<file path="config.mk">
export PLATFORM = sky130hd
export DESIGN_NAME = threshold_promote_lru_cache
export DESIGN_NICKNAME = d
export VERILOG_FILES = /design/src/hdl/tplc_pkg.sv /design/src/hdl/tplc_ctrl.sv /design/src/hdl/tplc_datapath.sv /design/src/hdl/threshold_promote_lru_cache.sv
export SDC_FILE = /design/constraint.sdc
export NUM_CORES = 1
export LEC_CHECK = 0
export BUFFER_PORTS_ARGS = -buffer_cell sky130_fd_sc_hd__buf_2
export CAP_MARGIN = 15
export CORE_MARGIN = 4
export CORE_UTILIZATION = 40
export DETAILED_ROUTE_END_ITERATION = 16
export PLACE_DENSITY = 0.63
export SYNTH_ARGS = -nofsm -noshare
export SYNTH_HDL_FRONTEND = slang
export SYNTH_HIERARCHICAL = 1
export SYNTH_SLANG_ARGS = --single-unit
</file>
<file path="constraint.sdc">
create_clock -name clk -period 8.4 [get_ports clk]
set_clock_uncertainty 0.1 [all_clocks]
set_input_delay 1.26 -clock clk [delete_from_list [all_inputs] [get_ports clk]]
set_output_delay 1.26 -clock clk [all_outputs]
set_load 0.1 [all_outputs]
</file>
<file path="src/hdl/tplc_pkg.sv">
`timescale 1ns / 1ps

package tplc_pkg;

	localparam int MAX_ENTRIES = 8;
	localparam int KEY_BITS    = 32;
	localparam int COUNT_BITS  = 16;
	localparam int SLOT_BITS   = $clog2(MAX_ENTRIES);
	localparam int TOTAL_BITS  = $clog2(MAX_ENTRIES + 1);

	localparam int THRESH_BITS    = 16;
	localparam int LIMIT_BITS     = 4;
	localparam int CFG_DATA_BITS  = 16;
	localparam int CFG_INDEX_BITS = 1;

	localparam logic [CFG_INDEX_BITS-1:0] CFG_THRESHOLD = 1'd0;
	localparam logic [CFG_INDEX_BITS-1:0] CFG_LIMIT     = 1'd1;

	localparam logic [THRESH_BITS-1:0] THRESH_RESET = 16'd5;
	localparam logic [LIMIT_BITS-1:0]  LIMIT_RESET  = 4'd7;

	typedef enum logic {
		OP_ACCESS = 1'b0,
		OP_CLEAR  = 1'b1
	} op_t;

	typedef enum logic {
		ST_IDLE,
		ST_TRIM
	} state_t;

	typedef struct packed {
		op_t                 op;
		logic [KEY_BITS-1:0] access_key;
	} in_t;

	typedef struct packed {
		logic                  hit;
		logic [COUNT_BITS-1:0] hit_count;
		logic                  promoted;
		logic                  evicted;
		logic [KEY_BITS-1:0]   evicted_key;
		logic [TOTAL_BITS-1:0] occupancy;
	} out_t;

	typedef struct packed {
		logic lookup;
		logic finish;
	} cmd_t;

endpackage

</file>
<file path="src/hdl/tplc_ctrl.sv">
`timescale 1ns / 1ps

module tplc_ctrl (
	input  logic          clk,
	input  logic          arst_n,
	input  logic          in_valid,
	output logic          in_ready,
	output logic          out_valid,
	input  logic          out_ready,
	output tplc_pkg::cmd_t cmd
);
	import tplc_pkg::*;

	state_t state_q;
	state_t state_d;
	logic   out_valid_q;
	logic   out_free;

	assign out_free  = !out_valid_q || out_ready;
	assign out_valid = out_valid_q;

	always_comb begin
		state_d = state_q;
		unique case (state_q)
			ST_IDLE: begin
				if (in_valid) begin
					state_d = ST_TRIM;
				end
			end
			ST_TRIM: begin
				if (out_free) begin
					state_d = ST_IDLE;
				end
			end
			default: state_d = ST_IDLE;
		endcase
	end

	always_comb begin
		in_ready   = 1'b0;
		cmd.lookup = 1'b0;
		cmd.finish = 1'b0;
		unique case (state_q)
			ST_IDLE: begin
				in_ready   = 1'b1;
				cmd.lookup = in_valid;
			end
			ST_TRIM: begin
				cmd.finish = out_free;
			end
			default: ;
		endcase
	end

	always_ff @(posedge clk or negedge arst_n) begin
		if (!arst_n) begin
			state_q     <= ST_IDLE;
			out_valid_q <= 1'b0;
		end else begin
			state_q <= state_d;
			if (cmd.finish) begin
				out_valid_q <= 1'b1;
			end else if (out_ready) begin
				out_valid_q <= 1'b0;
			end
		end
	end

endmodule

</file>
<file path="src/hdl/tplc_datapath.sv">
`timescale 1ns / 1ps

module tplc_datapath (
	input  logic                                    clk,
	input  logic                                    arst_n,
	input  tplc_pkg::cmd_t                          cmd,
	input  tplc_pkg::in_t                           in_data,
	input  logic                                    cfg_we,
	input  logic [tplc_pkg::CFG_INDEX_BITS-1:0]     cfg_index,
	input  logic [tplc_pkg::CFG_DATA_BITS-1:0]      cfg_data,
	output tplc_pkg::out_t                          out_data
);
	import tplc_pkg::*;

	logic [KEY_BITS-1:0]    keys_q   [MAX_ENTRIES];
	logic [COUNT_BITS-1:0]  counts_q [MAX_ENTRIES];
	logic [SLOT_BITS-1:0]   order_q  [MAX_ENTRIES];
	logic [TOTAL_BITS-1:0]  total_q;
	logic [THRESH_BITS-1:0] threshold_q;
	logic [LIMIT_BITS-1:0]  limit_q;

	op_t                   op_s1;
	logic                  hit_s1;
	logic [COUNT_BITS-1:0] count_s1;
	logic                  promoted_s1;
	logic                  evicted_s1;
	logic [KEY_BITS-1:0]   evkey_s1;
	out_t                  res_q;

	logic [MAX_ENTRIES-1:0] slot_hit;
	logic [MAX_ENTRIES-1:0] pos_match;
	logic                   hit_any;
	logic [SLOT_BITS-1:0]   hit_pos;
	logic [SLOT_BITS-1:0]   hit_slot;
	logic [COUNT_BITS-1:0]  cnt_inc;
	logic                   promote;
	logic                   full;
	logic [SLOT_BITS-1:0]   ins_pos;
	logic [SLOT_BITS-1:0]   ins_slot;
	logic [SLOT_BITS-1:0]   move_pos;
	logic                   rotate;
	logic [SLOT_BITS-1:0]   new_order [MAX_ENTRIES];
	logic [TOTAL_BITS-1:0]  lim;
	logic                   trim;
	logic [SLOT_BITS-1:0]   rd_pos;
	logic [KEY_BITS-1:0]    rd_key;
	logic                   is_access;

	assign is_access = (in_data.op == OP_ACCESS);

	// hit search: compare all slots, then map through the order
	always_comb begin
		for (int s = 0; s < MAX_ENTRIES; s++) begin
			slot_hit[s] = (keys_q[s] == in_data.access_key);
		end
		for (int p = 0; p < MAX_ENTRIES; p++) begin
			pos_match[p] = (TOTAL_BITS'(p) < total_q) && slot_hit[order_q[p]];
		end
		hit_any = |pos_match;
		hit_pos = '0;
		for (int p = MAX_ENTRIES - 1; p >= 0; p--) begin
			if (pos_match[p]) begin
				hit_pos = SLOT_BITS'(p);
			end
		end
	end

	assign hit_slot = order_q[hit_pos];
	assign cnt_inc  = (&counts_q[hit_slot]) ? counts_q[hit_slot]
	                                        : counts_q[hit_slot] + COUNT_BITS'(1);
	assign promote  = hit_any && (32'(cnt_inc) > 32'(threshold_q)) && (hit_pos != '0);
	assign full     = (total_q == TOTAL_BITS'(MAX_ENTRIES));
	assign ins_pos  = full ? SLOT_BITS'(MAX_ENTRIES - 1) : total_q[SLOT_BITS-1:0];
	assign ins_slot = order_q[ins_pos];
	assign move_pos = hit_any ? hit_pos : ins_pos;
	assign rotate   = is_access && (hit_any ? promote : 1'b1);

	always_comb begin
		for (int i = 0; i < MAX_ENTRIES; i++) begin
			if (i == 0) begin
				new_order[i] = order_q[move_pos];
			end else if (SLOT_BITS'(i) <= move_pos) begin
				new_order[i] = order_q[i - 1];
			end else begin
				new_order[i] = order_q[i];
			end
		end
	end

	// trim to the limit
	assign lim  = (32'(limit_q) > MAX_ENTRIES) ? TOTAL_BITS'(MAX_ENTRIES)
	                                          : TOTAL_BITS'(limit_q);
	assign trim = (op_s1 == OP_ACCESS) && (total_q > lim);

	// single key read port: tail on lookup, limit position (first trimmed entry) on finish
	assign rd_pos = cmd.lookup ? SLOT_BITS'(MAX_ENTRIES - 1) : lim[SLOT_BITS-1:0];
	assign rd_key = keys_q[order_q[rd_pos]];

	always_ff @(posedge clk or negedge arst_n) begin
		if (!arst_n) begin
			total_q     <= '0;
			threshold_q <= THRESH_RESET;
			limit_q     <= LIMIT_RESET;
			for (int i = 0; i < MAX_ENTRIES; i++) begin
				order_q[i] <= SLOT_BITS'(i);
			end
		end else begin
			if (cfg_we) begin
				unique case (cfg_index)
					CFG_THRESHOLD: threshold_q <= THRESH_BITS'(cfg_data);
					CFG_LIMIT:     limit_q     <= LIMIT_BITS'(cfg_data);
					default: ;
				endcase
			end
			if (cmd.lookup) begin
				if (!is_access) begin
					total_q <= '0;
				end else if (!hit_any && !full) begin
					total_q <= total_q + TOTAL_BITS'(1);
				end
				if (rotate) begin
					order_q <= new_order;
				end
			end else if (cmd.finish && trim) begin
				total_q <= lim;
			end
		end
	end

	always_ff @(posedge clk) begin
		if (cmd.lookup) begin
			op_s1 <= in_data.op;
			if (!is_access) begin
				hit_s1      <= 1'b0;
				count_s1    <= '0;
				promoted_s1 <= 1'b0;
				evicted_s1  <= 1'b0;
				evkey_s1    <= '0;
			end else if (hit_any) begin
				counts_q[hit_slot] <= cnt_inc;
				hit_s1      <= 1'b1;
				count_s1    <= cnt_inc;
				promoted_s1 <= promote;
				evicted_s1  <= 1'b0;
				evkey_s1    <= '0;
			end else begin
				keys_q[ins_slot]   <= in_data.access_key;
				counts_q[ins_slot] <= COUNT_BITS'(1);
				hit_s1      <= 1'b0;
				count_s1    <= COUNT_BITS'(1);
				promoted_s1 <= 1'b0;
				evicted_s1  <= full;
				evkey_s1    <= full ? rd_key : '0;
			end
		end
		if (cmd.finish) begin
			res_q.hit         <= hit_s1;
			res_q.hit_count   <= count_s1;
			res_q.promoted    <= promoted_s1;
			res_q.evicted     <= evicted_s1 || trim;
			res_q.evicted_key <= trim ? rd_key : evkey_s1;
			res_q.occupancy   <= trim ? lim : total_q;
		end
	end

	assign out_data = res_q;

endmodule

</file>
<file path="src/hdl/threshold_promote_lru_cache.sv">
`timescale 1ns / 1ps
// Result registered after the input transaction passes lookup/update, then trim.
// No new transaction is taken until trim is done; the slot arrays take the update in the
//   lookup step and the limit trim with its evicted key read in the trim step.
// A stalled output holds the block in the trim cycle until the result is taken.
// Reset: occupancy 0, slot order identity, threshold 5, entry limit 7, no result pending.
module threshold_promote_lru_cache (
	input  logic                                clk,
	input  logic                                arst_n,
	input  logic                                in_valid,
	output logic                                in_ready,
	input  tplc_pkg::in_t                       in_data,
	output logic                                out_valid,
	input  logic                                out_ready,
	output tplc_pkg::out_t                      out_data,
	input  logic                                cfg_we,
	input  logic [tplc_pkg::CFG_INDEX_BITS-1:0] cfg_index,
	input  logic [tplc_pkg::CFG_DATA_BITS-1:0]  cfg_data
);
	import tplc_pkg::*;

	cmd_t cmd;

	tplc_ctrl u_ctrl (
		.clk       (clk),
		.arst_n    (arst_n),
		.in_valid  (in_valid),
		.in_ready  (in_ready),
		.out_valid (out_valid),
		.out_ready (out_ready),
		.cmd       (cmd)
	);

	tplc_datapath u_datapath (
		.clk       (clk),
		.arst_n    (arst_n),
		.cmd       (cmd),
		.in_data   (in_data),
		.cfg_we    (cfg_we),
		.cfg_index (cfg_index),
		.cfg_data  (cfg_data),
		.out_data  (out_data)
	);

endmodule

</file>
After elaboration in Yosys (flattened, before gate mapping). Memories as Yosys holds them, arrays and structs flattened. Index checks and enable logic that the tools add are counted.

Register bits after elaboration: 157. Memory bits (writable): 384. Input port bits: 55. Output and inout port bits: 57. Word-level logic and storage cells: 187. Memories: 2.

Memories: u_datapath.keys_q (depth 8, width 32, read ports 9, clocked after memory_dff 0, wr ports 1, line tplc_datapath.sv:15) `logic [KEY_BITS-1:0] keys_q [MAX_ENTRIES];`; u_datapath.counts_q (depth 8, width 16, read ports 1, clocked after memory_dff 0, wr ports 1, line tplc_datapath.sv:16) `logic [COUNT_BITS-1:0] counts_q [MAX_ENTRIES];`.

Add/sub/neg operators: 2. $lt $le $gt $ge: 30. Eq/ne operators: 10. Multiplexer cells: 68. Bitwise gates (word level): 10. Reductions and logical operators: 39.

Operators by type and width (number): equality test 32 bit (8); 2-to-1 mux 3 bit (20); binary-select mux 3 bit (select 3 bit) (4); less-than comparator 3 x 4 -> 1 bit (second input constant) (8); 2-to-1 mux 16 bit (2); 2-to-1 mux 32 bit (1); 2-to-1 mux 1 bit (26); binary-select mux 1 bit (select 3 bit) (8); 2-to-1 mux 4 bit (6); AND reduction 3 bit (7); adder 16 x 1 -> 16 bit (second input constant) (1); >= comparator 4 bit (second input constant) (4); > comparator 16 bit (1); less-than comparator 3 x 4 -> 1 bit (first input constant) (4); inverter 3 -> 4 bit (4); AND reduction 16 bit (1); OR reduction 16 bit (1); logical AND 1 bit (14); <= comparator 3 bit (first input constant) (4); OR reduction 10 bit (1); OR reduction 9 bit (1); less-than comparator 1 x 4 -> 1 bit (first input constant) (2); less-than comparator 2 x 4 -> 1 bit (first input constant) (2); AND reduction 2 bit (4); 15 further kinds (25).

Longest topological paths before layout. An unclocked memory read counts as a cell.

Depth in word-level cells: 26. Gate-level depth with buffers: 41. Gate-level depth less buffers: 35.

Hierarchy. Netlist, hierarchy kept.

By module, submodules not included: tplc_datapath (instances 1, cells each 2339, area an instance 27166.1 µm², sequential area each 15966.6 µm²); tplc_ctrl (instances 1, cells each 8, area an instance 93.8 µm², sequential area each 50.0 µm²).

Least setup slack after synthesis. OpenSTA, ideal clock, no wires.

Kind: input -> register. Start: input port in_data[16] in the netlist's numbering. End: register u_datapath/order_q[7] in the netlist's numbering. Library setup time: 0.141 ns. Data arrival time: 8.486 ns. Required time: 8.159 ns. Slack: -0.327 ns. Stages on the path: 37. Path buffers: 5. Cell sequence: buf_4 xor2_1 nor4_2 nand4_1 or2_0 mux4_2 o211ai_2 o21ai_2 a22o_4 nor4_4 o21a_4 buf_8 buf_6 buf_6 nand2_1 a32oi_1 o221a_2 ha_1 nand2_1 a221o_1 o32ai_4 nand4_4 mux2i_1 inv_1 ha_1 nor2b_1 o21ai_0 nand2b_1 a21oi_1 o21ai_0 a21oi_1 a221o_1 a21oi_1 and2_1 clkbuf_1 a21boi_0 o21ai_0.

Word-level cells in the longest chain between the ends: 25. Elaborated cells on any way between the ends: 58. Classes of those cells: add/sub: 1; order compare: 2; eq/ne: 8; mux: 30; bitwise: 1; reduce/logical: 15; memory: 1.

RTL lines: start, declared (line threshold_promote_lru_cache.sv:12) `input tplc_pkg::in_t in_data,`; equality test 32 bit (line tplc_datapath.sv:54) `slot_hit[s] = (keys_q[s] == in_data.access_key);`; binary-select mux 1 bit (select 3 bit) (line tplc_datapath.sv:57) `pos_match[p] = (TOTAL_BITS'(p) < total_q) && slot_hit[order_q[p]];`; 2-to-1 mux 1 bit (not written as such) (line tplc_datapath.sv:57); logical AND 1 bit (line tplc_datapath.sv:57); 2-to-1 mux 3 bit (7 in a row) (line tplc_datapath.sv:62) `if (pos_match[p]) begin`; 2-to-1 mux 3 bit (*) (line tplc_datapath.sv:62); inverter 3 -> 4 bit (not written as such) (*) (line tplc_datapath.sv:68) `assign hit_slot = order_q[hit_pos];`; binary-select mux 3 bit (select 3 bit) (*) (line tplc_datapath.sv:68); [3 not listed]; adder 16 x 1 -> 16 bit or AND reduction 16 bit (tied branches) (line tplc_datapath.sv:70, tplc_datapath.sv:69); 2-to-1 mux 16 bit (*) (line tplc_datapath.sv:69) `assign cnt_inc = (&counts_q[hit_slot]) ? counts_q[hit_slot]`; net u_datapath.cnt_inc[1] (line tplc_datapath.sv:35) `logic [COUNT_BITS-1:0] cnt_inc;`; > comparator 16 bit (*) (line tplc_datapath.sv:71) `assign promote = hit_any && (32'(cnt_inc) > 32'(threshold_q)) && (hit_pos != '0);`; logical AND 1 bit (*) (2 in a row) (line tplc_datapath.sv:71); 2-to-1 mux 1 bit (*) (line tplc_datapath.sv:76) `assign rotate = is_access && (hit_any ? promote : 1'b1);`; logical AND 1 bit (*) (line tplc_datapath.sv:76); AND reduction 3 bit (no line) (*); end signal, assigned by index (line tplc_datapath.sv:105) `order_q[i] <= SLOT_BITS'(i);`; end signal, assigned (line tplc_datapath.sv:122) `order_q <= new_order;`; end, declared (line tplc_datapath.sv:17) `logic [SLOT_BITS-1:0] order_q [MAX_ENTRIES];`.

The timed path passes the listed nets; every way through them passes the cells marked *. The select of a mux whose other input is x is not followed. A chain may end at the register's enable or synchronous reset.

==> out/metrics.cfg <==
[cells_and_area]
area_growth_pct=27.3
drive_above_1_share_pct=30.7
design_area_sq_um=34700
num-fill-cells=5781
final_net_count=2836

[floorplan]
die_w_um=269
row_count=95
start_util_pct=40.4
coreArea_sq_um=67400
die_area_sq_um=72400
die-height_um=269
io_pins=112

[synthesis]
synth.most_common_cell=edfxtp_1
synth_top_area_share_pct=54.1
avgSynthCellArea_sq_um=11.6
ys_ff_latch=541
yosysWarnings=6
synth_edf_count=491
synth_compound_area_share_pct=7.65
synth_ff_type=edfxtp_1
netlist_instances=2347
synth.area.top_cells=edfxtp_1, xor2_1, nand2_1
synth_largest_area_cell=edfxtp_1
synthMuxAreaShare_pct=4.54
ys_seq_area_share_pct=58.8
synthAdderAreaFrac_pct=1.06
syn_nets=2425
synthSimpleGateAreaFrac_pct=16.4
synth_top_family_by_area=simple AND/OR/NAND/NOR gates
synth_xor_area_share_pct=8.39
async_flop_share_pct=9.24
synth.distinct_cells=91
netlist_area_sq_um=27300
synthTopCellsByCount=edfxtp_1, nand2_1, xor2_1

[detailed_routing]
wl_mm=93.1
dr.pass1.iters=6
drc=0
dr.first_iter.drc_count=2766
wl_per_cell_um=25.3
vias_per_cell=5.78
drtAntennaViolNets=0
num_vias=21284

[timing]
hold_viol_final=0
min_period_ps=8350
setup_tns_ps=0
period_share_pct=99.4
setup_slack_ps=47.4
fmax_mhz=120
whs_ps=315
worst_pin_slew_ps=1370
drv_slew=0
setup_viol=0
grt_setup_unrepaired=yes
slew-limit-headroom_pct=7.46

[critical_path]
crit_path_end_kind=flip-flop
path_common_cell=buf_4
path_class=input port to flip-flop
r2r_slack_ps=240
cp-start-kind=input port
max_stage_delay_ps=530
critPathRequiredTime_ps=8780
cp_slowest_cell=mux4_2
cp.arrival_ps=8740
critPathMaxFanout=10

[cts]
clock_latency_ps=650
cts-root-buf=clkbuf_16
clk_path_buf_depth=3
htree_levels=2
clk_pin_slew_ps=60
cts.sink_count=541
numCtsBuffers=58
tritoncts=built

[power]
ir_drop_v=0.000378
powerDensity_nw_per_um2=450
p_leak_nw=13.1

[placed_design]
gp_congestion=0.975
hpwl_mm=64.0
io_buffers=111
place_area_sq_um=31000
post-place-ws_ps=-1220

[flow_run]
maxCapViolCount=0

[min_path]
min_path_type=flip-flop to flip-flop

[global_route]
groute.usage.overall_pct=24.7
grt_max_degree=129
grt.overflow.total=0
antenna_found_initial=3
grt_pass1_vias=20388
grt_pass1_wl_mm=133

[status]
status=complete, no violations

[registers in the layout, summed over array words and instances (netlist names), 4 cells and up, named ones only]
name                    flops
u_datapath/count_s1        16
u_datapath/counts_q       128
u_datapath/evkey_s1        32
u_datapath/keys_q         256
u_datapath/limit_q          4
u_datapath/order_q         21
u_datapath/out_data        55
u_datapath/threshold_q     16
u_datapath/total_q          4
[area by class of cell]
cell class                      count  area [sq um]  area share, %
Sequential cell                   541         16000           46.1
Multi-Input combinational cell   1620         11600           33.6
Timing Repair Buffer              484          3740           10.8
Clock buffer                       78          1630           4.69
Tap cell                          873          1090           3.15
Clock inverter                     31           375           1.08
Inverter                           53           199          0.573
Antenna cell                        2          5.00         0.0144
[path summary, 6_finish.rpt]
kind / to / startpoint / cells past startpoint
worst max-delay path: flip-flop / in_data[27] / 39
worst min-delay path: u_datapath/out_data[47]$_DFFE_PP_ / u_datapath/count_s1[9]$_SDFFCE_PN0P_ / 0
worst max register to register: flip-flop / u_datapath/keys_q[3][7]$_DFFE_PP_ / 38
worst min register to register: u_datapath/out_data[47]$_DFFE_PP_ / u_datapath/count_s1[9]$_SDFFCE_PN0P_ / 0
max in group asynchronous: u_datapath/order_q[17]$_DFFE_PN0P_ / arst_n / 2
min in group asynchronous: async pin / arst_n / 2
[layout by cell type (no fill, tap or decap), types with 8 or more instances in the layout]
cell type,n
buf_4,341
buf_2,94
nand2b_1,11
mux4_2,13
xor2_1,242
clkinv_1,9
clkbuf_16,65
buf_12,14
a221oi_1,13
nor2b_1,42
nor4_2,29
a21oi_1,34
xor2_2,14
mux2i_1,21
ha_1,19
o21ai_1,11
nand4_1,24
clkbuf_4,8
nor4_4,13
buf_6,22
mux2i_4,9
nand2_1,446
mux2_2,51
or2_2,8
inv_1,51
nor2_1,66
dfrtp_1,33
nand3_1,174
o21ai_0,94
edfxtp_1,491
nor3_1,31
nor4_1,29
dfstp_2,17
clkbuf_1,12
[layer usage]
| metal | part of all wire [%] | track usage [%] | routed length [um] |
|---|---|---|---|
| met5 | 0.021 | 0 | 20 |
| met4 | 2.6 | 6.02 | 2390 |
| met3 | 12 | 6.69 | 11100 |
| met2 | 44 | 36.9 | 40500 |
| met1 | 42 | 36.0 | 39100 |
[cells by family (layout without fill, tap and decap cells)]
logic type | count (synthesis) | count (layout)
DFF | 541 | 541
AOI/OAI and AO/OA | 294 | 294
and+or+nand+nor | 942 | 942
muxes | 100 | 100
adders and majority gates | 23 | 23
buffers and inverters | 186 | 646
xor gates and xnor gates | 261 | 261
other | 0 | 2
[critical path: cells and delay by family]
family,cells,cell delay (ps)
AOI/OAI and AO/OA,17,3170
xor gates and xnor gates,2,410
adders and majority gates,2,440
buffers and inverters,8,1310
muxes,1,530
and+or+nand+nor,9,1560
[power breakdown]
part	switching, W	internal, W
Clock	0.00110	0.00158
Combinational	0.00544	0.00336
Sequential	0.000309	0.00381
Total	0.00685	0.00875
[stage by stage]
stage	power, W	utilization [%]	cells
2_1_floorplan	0.00854	-	2347
3_3_place_gp	0.0118	46.0	3533
3_5_place_dp	0.0119	46.0	3533
4_1_cts	0.0147	49.5	3654
5_1_grt	0.0163	51.5	3682
6_report	0.0156	51.5	3682
[repair_timing]
action | 4_1_cts | 5_1_grt
pin swaps | 14 | 74
setup endpoints to repair | 25 | 25
gates resized for setup | 44 | 225
hold buffers | 0 | 0
cloned | 0 | 6
buffers inserted | 12 | 19
Note: power is estimated with default switching activity, not from simulation.
